File: src/sv/tbs_pkg.sv
package tbs_pkg;

  localparam int MAX_LINE   = 16384;
  localparam int MAX_TOKENS = 4096;
  localparam int POS_W      = 15;
  localparam int WANT_W     = 13;
  localparam int CNT_W      = 14;
  localparam int RES_MAX    = 4;
  localparam int NUM_W      = 3;
  localparam int RES_IDX_W  = 2;

  localparam logic [7:0] CH_NUL    = 8'h00;
  localparam logic [7:0] CH_SPACE  = 8'h20;
  localparam logic [7:0] CH_TAB    = 8'h09;
  localparam logic [7:0] CH_NL     = 8'h0a;
  localparam logic [7:0] CH_LPAREN = 8'h28;
  localparam logic [7:0] CH_RPAREN = 8'h29;
  localparam logic [7:0] CH_LBRACE = 8'h7b;
  localparam logic [7:0] CH_EQUAL  = 8'h3d;
  localparam logic [7:0] CH_SEMI   = 8'h3b;
  localparam logic [7:0] CH_QUOTE  = 8'h22;

  typedef enum logic [1:0] {
    ST_BOUNDARY = 2'd0,
    ST_ENOUGH   = 2'd1,
    ST_FEW      = 2'd2
  } status_t;

  typedef enum logic {
    CFG_SCAN_MODE     = 1'b0,
    CFG_TOKENS_WANTED = 1'b1
  } cfg_index_t;

  typedef struct packed {
    logic [POS_W-1:0] pos;
    logic             end_flag;
    status_t          status;
  } result_t;

  // all results caused by one character, oldest in slot 0
  typedef struct packed {
    result_t [RES_MAX-1:0] res;
    logic [NUM_W-1:0]      num;
  } entry_t;

endpackage

File: src/sv/tbs_front.sv
module tbs_front import tbs_pkg::*; (
  input  logic              clk,
  input  logic              rst,
  input  logic              cfg_valid,
  input  logic              cfg_index,
  input  logic [WANT_W-1:0] cfg_data,
  input  logic              push,
  input  logic              full,
  input  logic [7:0]        character,
  output logic              wr_en,
  output entry_t            wr_data
);

  typedef enum logic [1:0] {
    PHASE_WAIT   = 2'd0,
    PHASE_WORD   = 2'd1,
    PHASE_STRING = 2'd2
  } phase_t;

  phase_t             phase, phase_next;
  logic [POS_W-1:0]   char_pos, char_pos_next;
  logic [CNT_W-1:0]   bcount, bcount_next;
  logic               done, done_next;
  logic               scan_mode;
  logic [WANT_W-1:0]  tokens_wanted;

  logic               accept;
  logic               is_term, is_ws, is_punct, is_quote;
  logic [WANT_W-1:0]  want;
  logic [CNT_W-1:0]   limit;
  logic [POS_W-1:0]   pos_inc;

  assign accept   = push && !full;
  assign is_term  = (character == CH_NUL);
  assign is_ws    = (character == CH_SPACE) || (character == CH_TAB) || (character == CH_NL);
  assign is_punct = (character == CH_LPAREN) || (character == CH_RPAREN) ||
                    (character == CH_LBRACE) || (character == CH_EQUAL) ||
                    (character == CH_SEMI);
  assign is_quote = (character == CH_QUOTE);

  always_comb begin
    if (tokens_wanted == '0) begin
      want = WANT_W'(1);
    end else if (tokens_wanted > WANT_W'(MAX_TOKENS)) begin
      want = WANT_W'(MAX_TOKENS);
    end else begin
      want = tokens_wanted;
    end
  end

  assign limit   = {want, 1'b0};
  assign pos_inc = (char_pos == POS_W'(MAX_LINE)) ? char_pos : char_pos + POS_W'(1);

  always_comb begin
    logic [2:0]             cand_valid;
    logic [2:0][POS_W-1:0]  cand_pos;
    logic [2:0]             cand_end;
    logic [CNT_W-1:0]       c;
    logic                   d;
    logic [NUM_W-1:0]       n;
    logic                   term_close;
    entry_t                 e;

    cand_valid    = '0;
    cand_pos      = '0;
    cand_end      = '0;
    term_close    = 1'b0;
    phase_next    = phase;
    char_pos_next = char_pos;

    if (is_term) begin
      if (!done && (phase != PHASE_WAIT) && (CNT_W'(bcount + CNT_W'(1)) == limit)) begin
        term_close    = 1'b1;
        cand_valid[0] = 1'b1;
        cand_pos[0]   = char_pos;
        cand_end[0]   = 1'b1;
      end
    end else if (!done) begin
      char_pos_next = pos_inc;
      if (scan_mode && (phase != PHASE_STRING) && (is_punct || is_quote)) begin
        // close a running word before the punctuation or opening quote
        cand_valid[0] = (phase == PHASE_WORD);
        cand_pos[0]   = char_pos;
        cand_end[0]   = 1'b1;
        cand_valid[1] = 1'b1;
        cand_pos[1]   = char_pos;
        cand_end[1]   = 1'b0;
        cand_valid[2] = is_punct;
        cand_pos[2]   = pos_inc;
        cand_end[2]   = 1'b1;
        phase_next    = is_punct ? PHASE_WAIT : PHASE_STRING;
      end else begin
        case (phase)
          PHASE_WAIT: begin
            if (!is_ws) begin
              cand_valid[1] = 1'b1;
              cand_pos[1]   = char_pos;
              phase_next    = PHASE_WORD;
            end
          end
          PHASE_WORD: begin
            if (is_ws) begin
              cand_valid[0] = 1'b1;
              cand_pos[0]   = char_pos;
              cand_end[0]   = 1'b1;
              phase_next    = PHASE_WAIT;
            end
          end
          PHASE_STRING: begin
            if (scan_mode && is_quote) begin
              cand_valid[2] = 1'b1;
              cand_pos[2]   = pos_inc;
              cand_end[2]   = 1'b1;
              phase_next    = PHASE_WAIT;
            end
          end
          default: begin
            phase_next = PHASE_WAIT;
          end
        endcase
      end
    end

    c = bcount;
    d = done;
    n = '0;
    e = '0;
    for (int j = 0; j < 3; j++) begin
      if (cand_valid[j] && !d) begin
        e.res[n[RES_IDX_W-1:0]] = '{pos: cand_pos[j], end_flag: cand_end[j],
                                    status: ST_BOUNDARY};
        n = n + NUM_W'(1);
        c = c + CNT_W'(1);
        if (c >= limit) begin
          e.res[n[RES_IDX_W-1:0]] = '{pos: char_pos, end_flag: 1'b0, status: ST_ENOUGH};
          n = n + NUM_W'(1);
          d = 1'b1;
        end
      end
    end

    if (is_term && !done && !term_close) begin
      e.res[n[RES_IDX_W-1:0]] = '{pos: char_pos, end_flag: 1'b0,
                                  status: (bcount >= limit) ? ST_ENOUGH : ST_FEW};
      n = n + NUM_W'(1);
    end
    e.num = n;

    if (is_term) begin
      phase_next    = PHASE_WAIT;
      char_pos_next = '0;
      bcount_next   = '0;
      done_next     = 1'b0;
    end else begin
      bcount_next = c;
      done_next   = d;
    end

    wr_data = e;
    wr_en   = accept && (n != '0);
  end

  always_ff @(posedge clk) begin
    if (rst) begin
      phase         <= PHASE_WAIT;
      char_pos      <= '0;
      bcount        <= '0;
      done          <= 1'b0;
      scan_mode     <= 1'b1;
      tokens_wanted <= WANT_W'(1);
    end else begin
      if (cfg_valid) begin
        case (cfg_index)
          CFG_SCAN_MODE:     scan_mode     <= cfg_data[0];
          CFG_TOKENS_WANTED: tokens_wanted <= cfg_data;
          default:           scan_mode     <= scan_mode;
        endcase
      end
      if (accept) begin
        phase    <= phase_next;
        char_pos <= char_pos_next;
        bcount   <= bcount_next;
        done     <= done_next;
      end
    end
  end

endmodule

File: src/sv/tbs_queue.sv
module tbs_queue import tbs_pkg::*; #(
  parameter int DEPTH = 4
) (
  input  logic   clk,
  input  logic   rst,
  input  logic   wr_en,
  input  entry_t wr_data,
  input  logic   rd_en,
  output entry_t rd_data,
  output logic   full,
  output logic   empty
);

  localparam int PTR_W = (DEPTH > 1) ? $clog2(DEPTH) : 1;
  localparam int CNT_W = $clog2(DEPTH + 1);

  entry_t             mem [DEPTH];
  logic [PTR_W-1:0]   wr_ptr, rd_ptr;
  logic [CNT_W-1:0]   count;
  logic               do_wr, do_rd;

  assign full    = (count == CNT_W'(DEPTH));
  assign empty   = (count == '0);
  assign do_wr   = wr_en && !full;
  assign do_rd   = rd_en && !empty;
  assign rd_data = mem[rd_ptr];

  always_ff @(posedge clk) begin
    if (do_wr) begin
      mem[wr_ptr] <= wr_data;
    end
  end

  always_ff @(posedge clk) begin
    if (rst) begin
      wr_ptr <= '0;
      rd_ptr <= '0;
      count  <= '0;
    end else begin
      if (do_wr) begin
        wr_ptr <= (wr_ptr == PTR_W'(DEPTH - 1)) ? '0 : wr_ptr + PTR_W'(1);
      end
      if (do_rd) begin
        rd_ptr <= (rd_ptr == PTR_W'(DEPTH - 1)) ? '0 : rd_ptr + PTR_W'(1);
      end
      if (do_wr && !do_rd) begin
        count <= count + CNT_W'(1);
      end else if (do_rd && !do_wr) begin
        count <= count - CNT_W'(1);
      end
    end
  end

endmodule

File: src/sv/tbs_back.sv
module tbs_back import tbs_pkg::*; (
  input  logic             clk,
  input  logic             rst,
  input  entry_t           head,
  input  logic             q_empty,
  output logic             q_rd,
  input  logic             pop,
  output logic             empty,
  output logic [POS_W-1:0] boundary_pos,
  output logic             boundary_end,
  output logic [1:0]       status,
  output logic             last_of_run
);

  logic [RES_IDX_W-1:0] idx;
  logic                 last;
  logic                 take;
  result_t              cur;

  assign cur          = head.res[idx];
  assign last         = ({1'b0, idx} == (head.num - NUM_W'(1)));
  assign take         = pop && !q_empty;
  assign q_rd         = take && last;
  assign empty        = q_empty;
  assign boundary_pos = cur.pos;
  assign boundary_end = cur.end_flag;
  assign status       = cur.status;
  assign last_of_run  = last;

  // walk through the results of the head entry, one word per pop
  always_ff @(posedge clk) begin
    if (rst) begin
      idx <= '0;
    end else if (take) begin
      idx <= last ? '0 : idx + RES_IDX_W'(1);
    end
  end

`ifndef SYNTHESIS
  a_head_nonzero: assert property (@(posedge clk) disable iff (rst)
    !q_empty |-> (head.num != '0))
    else $error("queued entry holds no result");
  a_idx_in_range: assert property (@(posedge clk) disable iff (rst)
    !q_empty |-> ({1'b0, idx} < head.num))
    else $error("result index past entry count");
  a_idx_rewinds: assert property (@(posedge clk) disable iff (rst)
    q_rd |=> (idx == '0))
    else $error("result index not rewound after last word");
`endif

endmodule

File: src/sv/token_boundary_scanner_core.sv
// Token boundary scanner. Feed a line one byte per push, ended by a zero byte; each
// byte is accepted while full is low and yields zero to four result words (token start and
// end positions, then an "enough tokens" or "too few tokens" status), with
// last_of_run marking the final word of that byte. Results drain one word per pop
// from a FIFO_DEPTH-entry queue of per-byte result groups; the input sees full only
// when that queue is full, so a new byte is taken every cycle, while results are still
// being read, as long as the queue is not full. With the queue empty, a byte's first
// result can be popped in the cycle after the byte is accepted. Registers (scan_mode,
// tokens_wanted) are written through the cfg port, always ready, and should only change while the block is idle.
module token_boundary_scanner_core import tbs_pkg::*; #(
  parameter int FIFO_DEPTH = 4
) (
  input  logic              clk,
  input  logic              rst,
  input  logic              cfg_valid,
  output logic              cfg_ready,
  input  logic              cfg_index,
  input  logic [WANT_W-1:0] cfg_data,
  input  logic              push,
  output logic              full,
  input  logic [7:0]        character,
  output logic              empty,
  input  logic              pop,
  output logic [POS_W-1:0]  boundary_pos,
  output logic              boundary_end,
  output logic [1:0]        status,
  output logic              last_of_run
);

  logic   wr_en;
  entry_t wr_data;
  entry_t head;
  logic   q_rd;
  logic   q_empty;

  assign cfg_ready = 1'b1;

  tbs_front u_front (
    .clk       (clk),
    .rst       (rst),
    .cfg_valid (cfg_valid),
    .cfg_index (cfg_index),
    .cfg_data  (cfg_data),
    .push      (push),
    .full      (full),
    .character (character),
    .wr_en     (wr_en),
    .wr_data   (wr_data)
  );

  tbs_queue #(.DEPTH(FIFO_DEPTH)) u_queue (
    .clk     (clk),
    .rst     (rst),
    .wr_en   (wr_en),
    .wr_data (wr_data),
    .rd_en   (q_rd),
    .rd_data (head),
    .full    (full),
    .empty   (q_empty)
  );

  tbs_back u_back (
    .clk          (clk),
    .rst          (rst),
    .head         (head),
    .q_empty      (q_empty),
    .q_rd         (q_rd),
    .pop          (pop),
    .empty        (empty),
    .boundary_pos (boundary_pos),
    .boundary_end (boundary_end),
    .status       (status),
    .last_of_run  (last_of_run)
  );

endmodule

File: config.mk
export PLATFORM = sky130hd
export DESIGN_NAME = token_boundary_scanner_core
export DESIGN_NICKNAME = d
export VERILOG_FILES = /design/src/sv/tbs_pkg.sv /design/src/sv/tbs_front.sv /design/src/sv/tbs_queue.sv /design/src/sv/tbs_back.sv /design/src/sv/token_boundary_scanner_core.sv
export SDC_FILE = /design/constraint.sdc
export NUM_CORES = 1
export LEC_CHECK = 0
export BUFFER_PORTS_ARGS = -buffer_cell sky130_fd_sc_hd__buf_2
export CAP_MARGIN = 20
export CORE_MARGIN = 5
export CORE_UTILIZATION = 40
export DETAILED_ROUTE_END_ITERATION = 8
export PLACE_DENSITY = 0.58
export SLEW_MARGIN = 5
export SYNTH_ARGS = -nofsm -noshare
export SYNTH_HDL_FRONTEND = slang
export SYNTH_SLANG_ARGS = --single-unit
File: constraint.sdc
create_clock -name clk -period 9.9 [get_ports clk]
set_input_delay 1.485 -clock clk [delete_from_list [all_inputs] [get_ports clk]]
set_output_delay 1.485 -clock clk [all_outputs]
set_load 0.05 [all_outputs]
# After elaboration in Yosys (flattened, before gate mapping)
# Memory sizes are Yosys's and may differ from the RTL's. A register that Yosys moved wholly into a read port is not among the register bits.
# Cells that the tools add are included.
dict set report classes {
  add_sub_neg 15
  n_lt_le_gt_ge 16
  eq_ne 22
  n_mux 93
  bitwise 1
  reduce_logical 49
}
# operator count
set ops {}
lappend ops {{$bwmux 72} 5}
lappend ops {{$mux 72} 5}
lappend ops {{$demux 18 s2} 5}
lappend ops {{$mux 15} 11}
lappend ops {{$mux 18} 7}
lappend ops {{$mux 45} 2}
lappend ops {{$ge 14x14->1} 4}
lappend ops {{$mux 14} 4}
lappend ops {{$eq 8x6->1 const B} 6}
lappend ops {{$add 14x1->14 const B} 3}
lappend ops {{$bmux 18 s2} 1}
lappend ops {{$mux 36} 1}
lappend ops {{$mux 3} 11}
lappend ops {{$mux 2} 16}
lappend ops {{$mux 30} 1}
lappend ops {{$mux 13} 2}
lappend ops {{$logic_and 1x1->1} 23}
lappend ops {{$mux 1} 21}
lappend ops {{$add 3x1->3 const B} 6}
lappend ops {{$lt 2x3->1 const B} 6}
lappend ops {{$eq 8x4->1 const B} 2}
lappend ops {{$add 15x1->15 const B} 1}
lappend ops {{$eq 15x15->1 const B} 1}
lappend ops {{$eq 14x14->1} 1}
lappend ops {{other kinds (24)} 51}
dict set report word_totals {
  regBits 55
  ramBits 300
  out_inout_bits 22
  wordCells 207
  n_memories 1
}
# name depth width read_ports rd_clocked_by_memory_dff write_ports line_no
set mem_list {}
lappend mem_list {u_queue.mem 4 75 1 1 1 tbs_queue.sv:17} ;# entry_t mem [DEPTH];

# Logic depth before layout (Yosys ltp)
dict set report depth {
  ltp_word 29
  ltp_mapped 43
  ltp_nobuf 40
}

# Modules after synthesis
# From an unflattened synthesis, not the netlist that was laid out.
dict set report unflattened {
  hier_cells 1528
  area_unflattened_um2 19276.0
}
# module instances cells_per_inst area_each_um2
set modules_own_cells {}
lappend modules_own_cells {tbs_queue 1 441 11320.9}
lappend modules_own_cells {tbs_front 1 1040 7314.5}
lappend modules_own_cells {tbs_back 1 45 629.4}
lappend modules_own_cells {token_boundary_scanner_core 1 2 11.3}

# Worst setup path before layout
# OpenSTA, ideal clock, no wires.
dict set report synth_path {
  kind {flip-flop to flip-flop}
  startpoint {register u_front.bcount[6]}
  endpoint {memory u_queue.mem[1][0] (netlist name), enable pin}
  arrival_time_ps 9575
  path_slack_ps -116
  path_stages_with_launch 38
  path_cell_list {dfxtp_1 -> clkbuf_1 -> nand2_1 -> nor3_1 -> and4_1 -> nand4_1 -> xnor2_1 -> ha_1 -> nand4_1 -> nor4_1 -> a31oi_4 -> a31oi_4 -> buf_2 -> buf_2 -> nand2_1 -> o21ai_0 -> ha_1 -> clkbuf_1 -> [2 not listed] -> a2111oi_4 -> nand4_2 -> or2_1 -> nand2b_1 -> xnor2_1 -> ha_1 -> nand4_1 -> a21oi_1 -> o211ai_1 -> a21boi_0 -> a311oi_1 -> o21ai_0 -> or3_4 -> o21ai_1 -> o21ai_1 -> inv_2 -> a41oi_2 -> and2_1}
}
dict set report synth_between {
  elab_chain_len 22
  word_cells_on_any_way 41
  cone_classes {add/sub (8); order compare (3); eq/ne (1); mux (18); reduce/logical (11)}
}
# item line_no
set synth_rtl {}
lappend synth_rtl {{from (decl)} tbs_front.sv:22} ;# logic [CNT_W-1:0] bcount, bcount_next;
lappend synth_rtl {{from (signal assigned)} tbs_front.sv:182} ;# bcount <= bcount_next;
lappend synth_rtl {{$add 14x1->14} {tbs_front.sv:72, tbs_front.sv:133}}
lappend synth_rtl {{$eq 14x14->1} tbs_front.sv:72} ;# if (!done && (phase != PHASE_WAIT) && (CNT_W'(bcount + CNT_W'(1)) == limit)) begin
lappend synth_rtl {{$logic_and 1x1->1} tbs_front.sv:72}
lappend synth_rtl {{$mux 1} tbs_front.sv:72}
lappend synth_rtl {{$mux 1} tbs_front.sv:71} ;# if (is_term) begin
lappend synth_rtl {{$logic_and 1x1->1} tbs_front.sv:129} ;# if (cand_valid[j] && !d) begin
lappend synth_rtl {{$mux 14 / $mux 3 (equally long branches)} tbs_front.sv:129}
lappend synth_rtl {{$add 14x1->14 / $add 3x1->3 (equally long branches)} {tbs_front.sv:133, tbs_front.sv:132}}
lappend synth_rtl {{[7 not listed]} --}
lappend synth_rtl {{$add 3x1->3} tbs_front.sv:145} ;# n = n + NUM_W'(1);
lappend synth_rtl {{$mux 3 (*)} tbs_front.sv:142} ;# if (is_term && !done && !term_close) begin
lappend synth_rtl {{$reduce_bool 3->1 (*)} tbs_front.sv:160} ;# wr_en = accept && (n != '0);
lappend synth_rtl {{$logic_and 1x1->1 (*)} tbs_front.sv:160}
lappend synth_rtl {{$logic_and 1x1->1 (*)} tbs_queue.sv:24} ;# assign do_wr = wr_en && !full;
lappend synth_rtl {{named net u_queue.do_wr} tbs_queue.sv:20} ;# logic do_wr, do_rd;
lappend synth_rtl {{$mux 1 (*)} tbs_queue.sv:29} ;# if (do_wr) begin
lappend synth_rtl {{$mux 1 (not written as such) (*)} tbs_queue.sv:30} ;# mem[wr_ptr] <= wr_data;
lappend synth_rtl {{to (decl)} tbs_queue.sv:17}
# The timed path passes the listed nets; every way through them passes the cells marked *.

# Final worst setup path
dict set report layout_path {
  startpoint {register u_front.bcount[0]}
  endpoint {register u_queue.count[2]}
}
dict set report layout_between {
  elab_chain_len 23
  word_cells_on_any_way 44
  cone_classes {add/sub (8); order compare (3); eq/ne (1); mux (17); reduce/logical (15)}
}
# item line_no
set layout_rtl {}
lappend layout_rtl {{$add 14x1->14} {tbs_front.sv:72, tbs_front.sv:133}}
lappend layout_rtl {{$eq 14x14->1} tbs_front.sv:72}
lappend layout_rtl {{$logic_and 1x1->1} tbs_front.sv:72}
lappend layout_rtl {{$mux 1} tbs_front.sv:72}
lappend layout_rtl {{$mux 1} tbs_front.sv:71}
lappend layout_rtl {{$logic_and 1x1->1} tbs_front.sv:129}
lappend layout_rtl {{$mux 14 / $mux 3 (equally long branches)} tbs_front.sv:129}
lappend layout_rtl {{$add 14x1->14 / $add 3x1->3 (equally long branches)} {tbs_front.sv:133, tbs_front.sv:132}}
lappend layout_rtl {{[8 not listed]} --}
lappend layout_rtl {{$mux 3 (*)} tbs_front.sv:142}
lappend layout_rtl {{$reduce_bool 3->1 (*)} tbs_front.sv:160}
lappend layout_rtl {{$logic_and 1x1->1 (*)} tbs_front.sv:160}
lappend layout_rtl {{$logic_and 1x1->1 (*)} tbs_queue.sv:24}
lappend layout_rtl {{named net u_queue.do_wr} tbs_queue.sv:20}
lappend layout_rtl {{$logic_not 1->1} tbs_queue.sv:48} ;# end else if (do_rd && !do_wr) begin
lappend layout_rtl {{$logic_and 1x1->1} tbs_queue.sv:48}
lappend layout_rtl {{$reduce_bool 2->1 (no line)} --}
lappend layout_rtl {{to (signal assigned)} tbs_queue.sv:47} ;# count <= count + CNT_W'(1);
lappend layout_rtl {{to (signal assigned)} tbs_queue.sv:49} ;# count <= count - CNT_W'(1);
lappend layout_rtl {{to (decl)} tbs_queue.sv:19} ;# logic [CNT_W-1:0] count;
# Marked as above.
# A chain may end at the register's enable or synchronous reset.

==> reports/results.txt <==
The critical path launch point type is a flop. The chip width is 227 um. The DRC violation total after the first TritonRoute iteration was 1046; the cell area power density was 219 nW/um^2. The floorplan step defined a die boundary enclosing 51400 sq um.

STA classifies the critical path endpoint as a flop. The tools report the reported max-cap violation count as 0. Measured along the y axis, the die boundary spans 227 um. Power comes to 4.63 mW.

The run gives 18.4% as the global router's overall resource usage. Compared with the post-synthesis result, the final layout area differs by 12.6%. The post-synthesis instance area is 18800 sq um. Cell at the slowest stage of the critical path: dfxtp_1. For this run, the number of Yosys warnings is 0.

After the last flow step, the layout net total stands at 1644. Maximum number of pins on one net before global-route repair: 65. The share of the clock period used by the worst path was 93.4%; the maximum net fanout on the critical path was 9. The tools report the post-synth net total as 1599.

Setup violations remaining at the end of the flow were counted as 0. The most repeated library cell on the critical path was ha_1. Counting flops with an async set or reset pin after synthesis yields a share of 0%.

After detailed routing, the number of vias per cell comes to 5.80. The fraction of layout instances using a drive strength above 1 was 19.2%. Global routing consumed, on the met2 layer, 31.6% of the routing resources.

The clock tree synthesis step divided the H-tree into 2 levels. The congestion estimate from routability-driven global placement came to 0.915. TritonCTS built the clock tree.

In this run the static leakage power is 7.31 nW. The post-synthesis cell count was 1498; the area of the core was 46600 sq um. After synthesis the netlist holds a flip-flop and latch count of 357. The worst hold path terminates at u_front.tokens_wanted[8]. For this design the top-level I/O count stands at 49.

Dividing the detail-routed wire length by the instance count gives 21.8 um. The number of enable-type register cells in the synthesized netlist is 300, and the residual antenna-violating net count after detailed routing is 0. The tools report the launch instance of the worst register-to-register path as u_front.bcount[0]. In the routed design, unresolved DRC markers number 0. Reg-to-reg critical path endpoint: u_queue.count[2]. The average size of a mapped cell works out to 12.5 sq um. The repair_antennas step left the layout with diodes totalling 0. For this run, the slowest stage of the critical path takes 490 ps. Main flop type after synthesis: edfxtp_1.

The count of port buffers added during placement is 47. The flow ran to the end, and the final reports show no timing, DRC or antenna violations. Sequential cells were found to cover 54.0% of the synthesized design area. STA puts the critical path data arrival time at 9730 ps. By area the synthesized netlist is led by edfxtp_1 48%, mux4_2 11%, dfxtp_1 6.1%.

The number of antenna violations at the first check in global routing is 0, and the transition at the pin with the smallest max-transition slack is 1030 ps. The tightest hold margin was 474 ps. met2 is the most crowded layer. The run gives 0.108 GHz as the maximum achievable frequency. The tools report the worst hold path startpoint as u_front.tokens_wanted[8]. Global-route track usage on met1: 24.0%. The worst hold path belongs to the class flop to flop. Clock root buffer master: clkbuf_16.

The insertion delay of the later-clocked pin in the worst-skew pair came out at 560 ps. Counting cells, the worst reg-to-reg path comes to 39. Setup total negative slack on the finished layout was measured at 0 ps.

The synthesized netlist contains 83 unique library cells. Global routing used 2.76% of the available met3 tracks. Global routing finished with a remaining overflow of 0. For the reg2reg setup slack, the log shows 650 ps. The setup path with the least slack is of type flop to flop.

The via count of the first global-routing pass was 12500; the sum of net half-perimeters after detailed placement was 32.2 mm. Between clock sinks in the finished design, the worst skew comes to 24.6 ps. Of the post-synthesis cell area, the dominant cell type holds 47.9%.

After clock tree synthesis, the flow added hold-fix buffers numbering 0. Number of max-slew violations in the final report: 0. The routed layout has 12600 vias. For the peak supply drop, the log shows 131 uV. For this design, the sink count on the clock tree is 357. The clock period minus worst slack is 9250 ps, and the total wire length is 47.5 mm.

The final hold violation count was 0; the clock transition time at the flip-flop clock pins of the worst setup and hold paths was 60 ps. The TritonCTS buffer count is 38. The run gives 5 as the length of the first detailed-routing pass in iterations. At the worst endpoint, the required time is 10380 ps. The buffer levels on the longest clock path is 3. The cell count of the worst hold path is 2, and the wire length of the first global-routing pass is 73.6 mm. In this run the tightest slew margin relative to its limit is 30.8%. The largest area contributor in the netlist was edfxtp_1. The logs give 79 for the site row count and 40.4% for the initial cell density of the core.
-- worst max-delay path: cells and delay by family (launching register included) --
kind | cells | cell delay, ps
buffers and inverters | 3 | 450
adders and majority gates | 6 | 1900
DFF | 1 | 490
AOI/OAI and AO/OA | 13 | 2530
and+or+nand+nor | 13 | 3040
xor gates and xnor gates | 4 | 760
-- power by group --
group	switching, mW	internal, mW	total, mW
combinational	0.827	0.503	1.33
clock	0.592	0.782	1.37
sequential	0.0878	1.84	1.93
total	1.51	3.13	4.63
-- cell families after synthesis --
logic type | after synthesis | synth area share, %
flip-flops | 357 | 54.0
adder cells (fa/ha/maj) | 74 | 4.97
buffers and inverters | 123 | 2.57
XOR/XNOR | 76 | 3.74
multiplexers | 104 | 11.8
other | 1 | 0.0199
AND/OR/NAND/NOR | 450 | 11.8
AO/OA/AOI/OAI | 313 | 11.2
-- layer usage --
| layer | up-vias | share of wire [%] |
|---|---|---|
| met5 | - | 0 |
| met4 | 0 | 3.3 |
| met3 | 95 | 4.9 |
| met2 | 352 | 50 |
| met1 | 6302 | 42 |
| li1 | 5876 | - |
-- through the flow --
stage               utilization, %  setup slack [ps]  instances  cell area (sq um)
floorplan                        -               696       1498              18800
global route                  45.5             -2.87       2178              21200
CTS                           45.2               323       2177              21100
detailed placement            42.6               377       2109              19900
finish                        45.5               652       2178              21200
global placement              42.6               700       2109              19900
-- sequential cells by signal, summed over array words and instances (netlist names), named ones only --
name	cells
u_queue.mem	300
u_front.scan_mode	1
u_front.char_pos	15
u_front.tokens_wanted	13
u_front.done	1
u_front.phase	2
u_queue.wr_ptr	2
u_queue.rd_ptr	2
u_queue.count	3
u_front.bcount	14
u_back.idx	2
-- final cells by class --
| type | instances | area (sq um) |
|---|---|---|
| Multi-Input combinational cell | 1018 | 8270 |
| Fill cell | 4150 | 25400 |
| Clock buffer | 46 | 1000 |
| Timing Repair Buffer | 92 | 643 |
| Inverter | 36 | 135 |
| Sequential cell | 357 | 10200 |
| Tap cell | 607 | 759 |
| Clock inverter | 22 | 210 |
-- how the worst max path moves through the flow --
stage	start	to	slack, ps	cells past startpoint
after global routing	u_front.bcount[0]	u_queue.count[2]	-3	40
after CTS	u_front.bcount[0]	u_queue.count[2]	320	40
final	u_front.bcount[0]	u_queue.count[2]	650	39
after detailed placement	u_front.bcount[0]	u_queue.count[2]	380	40
after global placement	u_front.bcount[0]	u_queue.mem[0][67]	700	38
after floorplan	u_front.bcount[6]	u_queue.mem[0][0]	700	37
-- cell usage after synthesis (6+ instances only) --
| cell type | n |
|---|---|
| a211o_1 | 8 |
| a211oi_1 | 7 |
| a21o_1 | 8 |
| a21oi_1 | 58 |
| a22oi_1 | 6 |
| a32oi_1 | 8 |
| and2_1 | 12 |
| and3_1 | 20 |
| buf_1 | 17 |
| buf_2 | 8 |
| clkbuf_1 | 60 |
| dfxtp_1 | 57 |
| edfxtp_1 | 300 |
| ha_1 | 73 |
| inv_1 | 35 |
| mux2i_1 | 6 |
| mux4_2 | 93 |
| nand2_1 | 119 |
| nand2b_1 | 10 |
| nand3_1 | 41 |
| nand4_1 | 17 |
| nor2_1 | 130 |
| nor2b_1 | 11 |
| nor3_1 | 30 |
| nor4_1 | 18 |
| o211ai_1 | 7 |
| o21a_1 | 12 |
| o21ai_0 | 90 |
| o21ai_1 | 23 |
| o31ai_1 | 44 |
| or3_1 | 6 |
| xnor2_1 | 50 |
| xor2_1 | 22 |
-- timing repair --
| item | 4_1_cts | 5_1_grt |
|---|---|---|
| gates resized for setup | 0 | 20 |
| buffers inserted | 0 | 0 |
| setup endpoints to repair | 0 | 483 |
-- cells in the final DEF (no fill, tap or decap), types with 12 or more instances in the layout --
master	n
nand2_1	119
nor4_1	17
o21a_1	12
buf_2	47
a21oi_1	58
nand3_1	40
buf_4	40
nor2_1	130
clkbuf_16	38
o31ai_1	35
nand4_1	17
inv_1	35
and3_1	20
edfxtp_1	300
mux4_2	93
ha_1	73
nor3_1	30
xnor2_1	50
o21ai_0	87
o21ai_1	24
dfxtp_1	54
xor2_1	22
Power figures use the tool's default switching activity.
